==> config.mk <==
export PLATFORM = sky130hd
export DESIGN_NAME = lfc_search
export DESIGN_NICKNAME = d
export VERILOG_FILES = /design/src/hw/rtl/lfc_pkg.sv /design/src/hw/rtl/lfc_dist.sv /design/src/hw/rtl/lfc_search.sv
export SDC_FILE = /design/constraint.sdc
export NUM_CORES = 2
export LEC_CHECK = 0
export ABC_CLOCK_PERIOD_IN_PS = 22600
export BUFFER_PORTS_ARGS = -buffer_cell sky130_fd_sc_hd__buf_2
export CAP_MARGIN = 20
export CORE_MARGIN = 5
export CORE_UTILIZATION = 37
export CTS_CLUSTER_SIZE = 12
export DETAILED_ROUTE_END_ITERATION = 12
export PLACE_DENSITY = 0.51
export SLEW_MARGIN = 20
export SYNTH_ARGS = -nofsm -noshare
export SYNTH_HDL_FRONTEND = slang
export SYNTH_SLANG_ARGS = --single-unit
==> constraint.sdc <==
create_clock -name clk -period 22.6 [get_ports clk]
set_clock_uncertainty 0.2 [all_clocks]
set_input_delay 6.78 -clock clk [delete_from_list [all_inputs] [get_ports clk]]
set_output_delay 6.78 -clock clk [all_outputs]
set_load 0.02 [all_outputs]
==> src/hw/rtl/lfc_pkg.sv <==
`timescale 1ns / 1ps
package lfc_pkg;
  localparam int MAP_POINTS = 4096;
  localparam int IDX_W = $clog2(MAP_POINTS);
  localparam int CNT_W = IDX_W + 1;
  localparam int COORD_W = 21;
  localparam int RING_W = 6;
  localparam int DIST_W = 44;
  localparam int CFG_W = 44;
  localparam int CFG_IDX_W = 1;
  localparam int OUT_IDX_W = 12;

  localparam logic [2:0] REQ_START = 3'd0;
  localparam logic [2:0] REQ_LOAD_EDGE = 3'd1;
  localparam logic [2:0] REQ_LOAD_PLANE = 3'd2;
  localparam logic [2:0] REQ_Q_EDGE = 3'd3;
  localparam logic [2:0] REQ_Q_PLANE = 3'd4;

  localparam logic [1:0] ST_OK = 2'd0;
  localparam logic [1:0] ST_FULL = 2'd1;
  localparam logic [1:0] ST_NONE = 2'd2;
  localparam logic [1:0] ST_FOUND = 2'd3;

  localparam logic [CFG_IDX_W-1:0] CFG_THRESH = 1'd0;
  localparam logic [CFG_IDX_W-1:0] CFG_WINDOW = 1'd1;

  typedef struct packed {
    logic [2:0] req_type;
    logic signed [COORD_W-1:0] pos_x;
    logic signed [COORD_W-1:0] pos_y;
    logic signed [COORD_W-1:0] pos_z;
    logic [RING_W-1:0] scan_ring;
  } req_t;

  typedef struct packed {
    logic [1:0] status;
    logic [OUT_IDX_W-1:0] closest_index;
    logic [OUT_IDX_W-1:0] second_index;
    logic [OUT_IDX_W-1:0] third_index;
  } res_t;

  typedef struct packed {
    logic signed [COORD_W-1:0] x;
    logic signed [COORD_W-1:0] y;
    logic signed [COORD_W-1:0] z;
    logic [RING_W-1:0] ring;
  } point_t;

  // memory port bundle from sequencer to map store
  typedef struct packed {
    logic we;
    logic sel_plane;
    logic [IDX_W-1:0] waddr;
    logic [IDX_W-1:0] raddr;
    point_t wdata;
  } mem_req_t;
endpackage

==> src/hw/rtl/lfc_dist.sv <==
`timescale 1ns / 1ps
// squared distance, two stages: multiply, then sum
module lfc_dist (
  input  logic clk,
  input  lfc_pkg::point_t p,
  input  logic signed [lfc_pkg::COORD_W-1:0] qx,
  input  logic signed [lfc_pkg::COORD_W-1:0] qy,
  input  logic signed [lfc_pkg::COORD_W-1:0] qz,
  output logic [lfc_pkg::DIST_W-1:0] sq_dist
);
  import lfc_pkg::*;
  logic signed [COORD_W:0] dx, dy, dz;
  logic signed [2*COORD_W+1:0] px, py, pz;
  logic [2*COORD_W+1:0] sx_r, sy_r, sz_r;
  logic [2*COORD_W+3:0] sum;

  assign dx = {p.x[COORD_W-1], p.x} - {qx[COORD_W-1], qx};
  assign dy = {p.y[COORD_W-1], p.y} - {qy[COORD_W-1], qy};
  assign dz = {p.z[COORD_W-1], p.z} - {qz[COORD_W-1], qz};

  assign px = dx * dx;
  assign py = dy * dy;
  assign pz = dz * dz;

  assign sum = {2'b0, sx_r} + {2'b0, sy_r} + {2'b0, sz_r};

  always_ff @(posedge clk) begin
    sx_r <= $unsigned(px);
    sy_r <= $unsigned(py);
    sz_r <= $unsigned(pz);
    sq_dist <= sum[DIST_W-1:0];
  end
endmodule

==> src/hw/rtl/lfc_search.sv <==
`timescale 1ns / 1ps
module lfc_search (
  input  logic clk,
  input  logic rst_n,
  input  logic req_valid,
  output logic req_ready,
  input  lfc_pkg::req_t req,
  output logic res_valid,
  input  logic res_ready,
  output lfc_pkg::res_t res,
  input  logic [lfc_pkg::DIST_W-1:0] thresh,
  input  logic [lfc_pkg::RING_W-1:0] window,
  output lfc_pkg::mem_req_t mreq,
  input  lfc_pkg::point_t rdata
);
  import lfc_pkg::*;

  localparam logic [2:0] S_IDLE = 3'd0;
  localparam logic [2:0] S_NEAR = 3'd1;
  localparam logic [2:0] S_CRD = 3'd2;
  localparam logic [2:0] S_SCAN = 3'd3;
  localparam logic [2:0] S_DONE = 3'd4;

  logic [2:0] state_r, state_nxt;
  logic [CNT_W-1:0] ecnt_r, pcnt_r;
  req_t q_r;
  logic plane_r, dir_r;
  logic [CNT_W-1:0] n_r;
  // issue index and three-stage tag pipe (read, mul, sum)
  logic [CNT_W-1:0] ia_r;
  logic [2:0] v_r;
  logic [IDX_W-1:0] t0_r, t1_r, t2_r;
  logic [RING_W-1:0] rg1_r, rg2_r;
  logic stop_r;
  logic have_r, h2_r, h3_r;
  logic [DIST_W-1:0] best_r, d2_r, d3_r;
  logic [IDX_W-1:0] c_r, i2_r, i3_r;
  logic [RING_W-1:0] cr_r;
  logic [DIST_W-1:0] sq_dist;
  logic res_v_r;
  res_t res_r;

  lfc_dist u_dist (.clk, .p(rdata), .qx(q_r.pos_x), .qy(q_r.pos_y), .qz(q_r.pos_z),
    .sq_dist);

  assign req_ready = (state_r == S_IDLE) && !res_v_r;
  assign res_valid = res_v_r;
  assign res = res_r;

  logic acc;
  assign acc = req_valid && req_ready;

  // ring checks on the entry leaving the read stage
  logic [RING_W-1:0] rr;
  logic [RING_W-1:0] rdiff;
  logic same_ring, out_win;
  assign rr = rdata.ring;
  assign rdiff = (rr > cr_r) ? rr - cr_r : cr_r - rr;
  assign same_ring = rr == cr_r;
  assign out_win = rdiff > window;

  // a scan stop seen at read stage kills further issues
  logic out_win_kill;
  assign out_win_kill = (state_r == S_SCAN) && !(!plane_r && same_ring) && out_win;

  logic issue, in_range;
  logic [CNT_W-1:0] ia_nxt;
  always_comb begin
    in_range = dir_r ? (ia_r != '1) : (ia_r < n_r);
    issue = 1'b0;
    if (state_r == S_NEAR) issue = ia_r < n_r;
    else if (state_r == S_CRD) issue = !v_r[0];
    else if (state_r == S_SCAN) issue = in_range && !stop_r && !(v_r[0] && out_win_kill);
  end

  always_comb begin
    mreq = '0;
    mreq.sel_plane = acc ? (req.req_type == REQ_LOAD_PLANE) : plane_r;
    mreq.raddr = ia_r[IDX_W-1:0];
    mreq.waddr = (req.req_type == REQ_LOAD_PLANE) ? pcnt_r[IDX_W-1:0] : ecnt_r[IDX_W-1:0];
    mreq.wdata = '{x: req.pos_x, y: req.pos_y, z: req.pos_z, ring: req.scan_ring};
    if (acc && req.req_type == REQ_LOAD_EDGE) mreq.we = ecnt_r < CNT_W'(MAP_POINTS);
    if (acc && req.req_type == REQ_LOAD_PLANE) mreq.we = pcnt_r < CNT_W'(MAP_POINTS);
  end

  logic pipe_empty;
  assign pipe_empty = (v_r == 3'b0) && !issue;
  assign ia_nxt = dir_r ? ia_r - 1'b1 : ia_r + 1'b1;

  always_ff @(posedge clk) begin
    if (!rst_n) begin
      state_r <= S_IDLE;
      ecnt_r <= '0;
      pcnt_r <= '0;
      v_r <= '0;
      res_v_r <= 1'b0;
    end else begin
      if (res_v_r && res_ready) res_v_r <= 1'b0;
      // the closest-ring read never enters the distance stages
      v_r <= {v_r[1], v_r[0] && !(state_r == S_CRD || (state_r == S_SCAN &&
               (stop_r || out_win_kill || (!plane_r && same_ring)))), issue};
      t0_r <= ia_r[IDX_W-1:0];
      t1_r <= t0_r;
      t2_r <= t1_r;
      rg1_r <= rr;
      rg2_r <= rg1_r;
      if (issue) ia_r <= ia_nxt;
      unique case (state_r)
        S_IDLE: begin
          if (acc) begin
            q_r <= req;
            unique case (req.req_type)
              REQ_START: begin
                ecnt_r <= '0;
                pcnt_r <= '0;
                res_r <= '{status: ST_OK, default: '0};
                res_v_r <= 1'b1;
              end
              REQ_LOAD_EDGE: begin
                if (ecnt_r < CNT_W'(MAP_POINTS)) begin
                  ecnt_r <= ecnt_r + 1'b1;
                  res_r <= '{status: ST_OK, default: '0};
                end else res_r <= '{status: ST_FULL, default: '0};
                res_v_r <= 1'b1;
              end
              REQ_LOAD_PLANE: begin
                if (pcnt_r < CNT_W'(MAP_POINTS)) begin
                  pcnt_r <= pcnt_r + 1'b1;
                  res_r <= '{status: ST_OK, default: '0};
                end else res_r <= '{status: ST_FULL, default: '0};
                res_v_r <= 1'b1;
              end
              REQ_Q_EDGE, REQ_Q_PLANE: begin
                plane_r <= req.req_type == REQ_Q_PLANE;
                n_r <= (req.req_type == REQ_Q_PLANE) ? pcnt_r : ecnt_r;
                ia_r <= '0;
                dir_r <= 1'b0;
                have_r <= 1'b0;
                state_r <= S_NEAR;
              end
              default: begin
                res_r <= '{status: ST_OK, default: '0};
                res_v_r <= 1'b1;
              end
            endcase
          end
        end
        S_NEAR: begin
          if (v_r[2] && (!have_r || sq_dist < best_r)) begin
            best_r <= sq_dist;
            c_r <= t2_r;
            have_r <= 1'b1;
          end
          if (pipe_empty) begin
            if (have_r && best_r < thresh) begin
              ia_r <= {1'b0, c_r};
              state_r <= S_CRD;
            end else begin
              res_r <= '{status: ST_NONE, default: '0};
              res_v_r <= 1'b1;
              state_r <= S_IDLE;
            end
          end
        end
        S_CRD: begin
          // read closest ring, then start forward scan
          if (v_r[0]) begin
            cr_r <= rr;
            ia_r <= {1'b0, c_r} + 1'b1;
            dir_r <= 1'b0;
            stop_r <= 1'b0;
            h2_r <= 1'b0;
            h3_r <= 1'b0;
            d2_r <= thresh;
            d3_r <= thresh;
            state_r <= S_SCAN;
          end
        end
        S_SCAN: begin
          if (v_r[0] && out_win_kill) stop_r <= 1'b1;
          if (v_r[2]) begin
            if (!plane_r || (dir_r ? rg2_r >= cr_r : rg2_r <= cr_r)) begin
              if (sq_dist < d2_r) begin d2_r <= sq_dist; i2_r <= t2_r; h2_r <= 1'b1; end
            end else if (sq_dist < d3_r) begin
              d3_r <= sq_dist; i3_r <= t2_r; h3_r <= 1'b1;
            end
          end
          if (pipe_empty) begin
            if (!dir_r) begin
              dir_r <= 1'b1;
              stop_r <= 1'b0;
              ia_r <= {1'b0, c_r} - 1'b1;
            end else state_r <= S_DONE;
          end
        end
        S_DONE: begin
          res_r <= '{status: (h2_r && (!plane_r || h3_r)) ? ST_FOUND : ST_NONE,
                     closest_index: OUT_IDX_W'(c_r),
                     second_index: h2_r ? OUT_IDX_W'(i2_r) : '0,
                     third_index: (plane_r && h3_r) ? OUT_IDX_W'(i3_r) : '0};
          res_v_r <= 1'b1;
          state_r <= S_IDLE;
        end
        default: state_r <= S_IDLE;
      endcase
    end
  end
endmodule

-- Yosys cells after proc, flatten, opt, wreduce, memory -nomap -nowiden
Cells that the tools add are included.
- register bits after elaboration: 564
- bits of input ports: 195
- output and inout bits: 135
- logic and storage cells: 225
- add/sub/neg operators: 13
- multiply operators: 3
- magnitude comparators: 11
- eq/ne operators: 26
- multiplexer cells: 77
- bitwise gates (word level): 1
- reductions and logical operators: 58
- operators with widths (kind ; count):
    $mux 44 ; 7
    $pmux 38 s3 ; 2
    $lt 44x44->1 ; 4
    $pmux 44 s2 ; 2
    $mux 13 ; 12
    $mul 22x22->44 ; 3
    $mux 38 ; 3
    $add 44x44->44 ; 2
    $mux 37 ; 2
    $sub 21x21->22 ; 3
    $pmux 13 s2 ; 2
    $pmux 13 s4 ; 1
    $add 13x1->13 const B ; 3
    $mux 12 ; 3
    $reduce_and 6->1 ; 5
    $mux 1 ; 28
    $lt 13x13->1 const B ; 2
    $logic_and 1x1->1 ; 18
    $mux 3 ; 6
    $ne 2x2->1 const B ; 9
    $reduce_and 5->1 ; 3
    $ne 2x1->1 const B ; 7
    $add 12x1->13 const B ; 1
    $lt 13x13->1 ; 1
    other kinds (25) ; 60

-- Logic depth before layout (Yosys ltp)
- depth after elaboration: 15
- depth in mapped cells: 41
- mapped depth without buffers: 39

-- Modules after synthesis
A second synthesis with hierarchy kept.
- cells, all modules: 7805
- area total of the unflattened synthesis: 77988.5 um2
- modules (own cells, without submodules) (module ; times used ; cells each ; area each (um2) ; sequential area each (um2)):
    lfc_dist ; 1 ; 6041 ; 57278.7 ; 3463.3
    lfc_search ; 1 ; 1764 ; 20709.9 ; 11320.9

-- Worst setup path after synthesis
OpenSTA, ideal clock, no wires.
- kind: in2reg
- from: input rdata[27] (netlist name)
- to: register u_dist.sy_r[40]
- setup time: 79 ps
- data arrival time: 15748 ps
- data required time: 22321 ps
- setup slack: 6573 ps
- stages on the path: 39
- buffers on the path: 3
- cells stage by stage: inv_1 ha_1 inv_1 fa_1 a21o_1 a211oi_2 o211a_1 or3_4 a31oi_4 a31o_1 a311o_1 and4_1 or3_1 buf_6 inv_6 buf_8 nor2_1 fa_1 [3 not listed] fa_1 fa_1 fa_1 fa_1 inv_1 fa_1 inv_1 ha_1 clkbuf_1 a21oi_1 o21bai_1 a2111oi_0 a22o_1 a31oi_1 a41oi_1 o31ai_1 a2111o_1 o211ai_1
- longest elaborated chain between the ends: 2
- ends and longest elaborated chain (what ; line ; RTL):
    from (decl) ; lfc_search.sv:14 ; input lfc_pkg::point_t rdata
    $sub 21x21->22 ; lfc_dist.sv:18 ; assign dy = {p.y[COORD_W-1], p.y} - {qy[COORD_W-1], qy};
    $mul 22x22->44 ; lfc_dist.sv:22 ; assign py = dy * dy;
    via u_dist.py[40] ; lfc_dist.sv:13 ; logic signed [2*COORD_W+1:0] px, py, pz;
    to (signal assigned) ; lfc_dist.sv:29 ; sy_r <= $unsigned(py);
    to (decl) ; lfc_dist.sv:14 ; logic [2*COORD_W+1:0] sx_r, sy_r, sz_r;
The timed path passes the listed nets, and every way through them passes these cells.
A chain may end at the register's enable or synchronous reset.

-- Worst setup path in the final report
- from: input rdata[28] (netlist name)
- to: register u_dist.sy_r[40]
The elaborated chain is that of the path after synthesis.

==> flow_summary.yaml <==
outcome:
  status: "complete, no violations"
worst_setup_path:
  worstSetupEndpointType: "flop"
  worst-path-max-fanout: 17
  cp_slowest_cell: "a41oi_1"
  critPathKind: "in2reg"
  slowest_delay_ns: 0.75
  startpoint_type: "input pin"
  r2r-start: "q_r[28]"
  r2r_cells: 31
  critPathRequiredTime_ns: 23.02
  critPathArrivalTime_ns: 17.27
  cp_num_buf_inv: 4
  worstReg2RegEnd: "u_dist.sy_r[40]"
  crit_top_cell: "fa_1"
  r2r_slack_ns: 11.55
  path_delay_family: "compound AO/OA/AOI/OAI gates"
clocking:
  cts.htree.levels: 3
  cts_sinks: 561
  clk_latency_ns: 0.71
  post-cts-setup-buffers: 0
  cts_tree: "done"
  cts_hold_buf: 0
  cts_buffers: 74
  cts_buffer_depth: 3
  clk_pin_slew_ns: 0.06
  cts_root_buf: "clkbuf_16"
  post_cts_resize_count: 0
hold_path:
  whs_endpoint: "t1_r[5]"
  min_path_type: "reg2reg"
  hold_depth: 0
  hp-start: "t0_r[5]"
global_routing:
  grt.total_usage_pct: 19.65
  gr-total-overflow: 0
  antenna_found_initial: 11
  grt_pass1_vias: 57920
  grt_pass1_wl_um: 332300
  grt_max_degree: 98
place:
  gp_congestion: 0.8989
  hpwlAfterDp_um: 172600
  io_buffers: 317
synthesis:
  synth.distinct_cells: 96
  synthCells: 7750
  synthArstFlopShare_pct: 0
  yosysTopAreaCell: "fa_1"
  synth_area_leaders: "fa_1, edfxtp_1, ha_1"
  synth_seq_cells: 561
  synth_seq_area_share_pct: 19.11
  synthesis.area_um2: 77370
  yosysTopAreaCellShare_pct: 36.90
  synth_edf_count: 355
  synthFlopType: "edfxtp_1"
  avgSynthCellArea_um2: 9.984
  yosysWarningCount: 0
timing:
  maxSlewHeadroom_pct: 29.06
  fin_setup_tns_ns: 0
  worst_slew_pin_slew_ns: 1.057
  fmax_mhz: 59.34
  post-route-period-util_pct: 74.57
  post-route-min-period_ns: 16.85
  rsz0062_at_grt: "no"
  hold_violations: 0
  slew_violations: 0
  setup_viol: 0
final_layout:
  nNetsFinal: 10360
  final_common_cell: "inv_1"
  syn2layout_area_growth_pct: 9.211
  drive_above_1_share_pct: 7.820
  final_cell_mix: "inv_1, fa_1, ha_1"
die:
  coreArea_um2: 207500
  die_w_um: 467.3
  io_pins: 330
  rows: 167
  start_util_pct: 37.29
  die-area_um2: 218400
  fp.dieH_um: 467.3
drt:
  drt-pass1-iter-count: 7
  drt_iter0_drc: 3075
  routedWlPerCell_um: 19.37
  routed-via-count: 53150
  ant_nets: 0
  drc_errors: 0
  via_per_inst: 4.899
  wirelength_um: 210100
run:
  cap_violations: 0
## logic make-up (layout without fill, tap and decap cells)
kind of cell	Yosys count	after routing	share of synthesized area, %
xor gates and xnor gates	277	277	3.155
DFF	561	561	19.11
and+or+nand+nor	1576	1576	8.972
adders and majority gates	2172	2172	48.96
muxes	47	47	0.6549
buffers and inverters	2146	2449	10.87
AOI/OAI and AO/OA	970	970	8.279
other	1	9	0.004847
## cell usage after synthesis, types with 47 or more instances
| master | number |
|---|---|
| dfxtp_1 | 206 |
| ha_1 | 746 |
| fa_1 | 1426 |
| nor2_1 | 526 |
| buf_4 | 82 |
| nand3_1 | 57 |
| nand4_1 | 62 |
| nor3_1 | 54 |
| and2_1 | 60 |
| o21ai_0 | 185 |
| clkbuf_1 | 148 |
| xor2_1 | 96 |
| a21oi_1 | 248 |
| a21o_1 | 205 |
| and3_1 | 47 |
| nand2_1 | 613 |
| xnor2_1 | 179 |
| edfxtp_1 | 355 |
| inv_1 | 1877 |
## metrics by stage
stage	worst slack (ns)	util, %	instance area (um^2)	hold slack, ns	instances
6_report	5.747	40.73	84500	0.1962	10850
5_1_grt	5.217	40.72	84490	0.2004	10850
4_1_cts	5.870	40.72	84480	0.1940	10840
3_5_place_dp	5.120	39.55	82060	0.2045	10710
3_3_place_gp	5.298	39.55	82060	0.2019	10710
2_1_floorplan	6.573	-	77390	0.2003	7753
## layer usage
layer  GRT usage, %  vias up  part of all wire, %
met2          31.03     1522                   45
li1               -    24660                    -
met4          5.593       12                  3.2
met5              0        -                0.039
met3          4.075      312                  7.1
met1          27.42    26650                   45
## layout make-up
cell class | instances | area [um^2]
Antenna cell | 5 | 12.51
Clock buffer | 101 | 2056
Clock inverter | 34 | 369.1
Fill cell | 20400 | 123000
Inverter | 1895 | 7118
Multi-Input combinational cell | 5046 | 54320
Sequential cell | 561 | 14780
Tap cell | 2788 | 3488
Timing Repair Buffer | 419 | 2352
## worst register-to-register path, delay by kind of cell (launching register included)
family | cells | cell delay [ns]
AOI/OAI and AO/OA | 15 | 4.54
adders and majority gates | 9 | 3.98
buffers and inverters | 4 | 0.74
DFF | 1 | 0.35
and+or+nand+nor | 3 | 1.16
## worst max-delay path by stage
stage / start / endpoint / slack [ns] / cells past startpoint
floorplan: rdata[27] / u_dist.sy_r[40] / 6.57 / 39
global placement: rdata[27] / u_dist.sy_r[40] / 5.30 / 37
detailed placement: rdata[28] / u_dist.sy_r[40] / 5.12 / 31
CTS: rdata[28] / u_dist.sy_r[40] / 5.87 / 31
global route: rdata[28] / u_dist.sy_r[40] / 5.22 / 31
finish: rdata[28] / u_dist.sy_r[40] / 5.75 / 31
## sequential cells by signal (all words and copies together), names as in the netlist, 13 cells and up
register and cells:
q_r 63, d3_r 44, best_r 44, pcnt_r 13, n_r 13, ecnt_r 13, res 38, u_dist.sy_r 43
d2_r 44, u_dist.sx_r 43, ia_r 13, u_dist.sz_r 43, u_dist.sq_dist 44
Power is left out: the tool's default activity adds up to more than one toggle a clock period on the data nets, which glitch-free logic cannot reach.
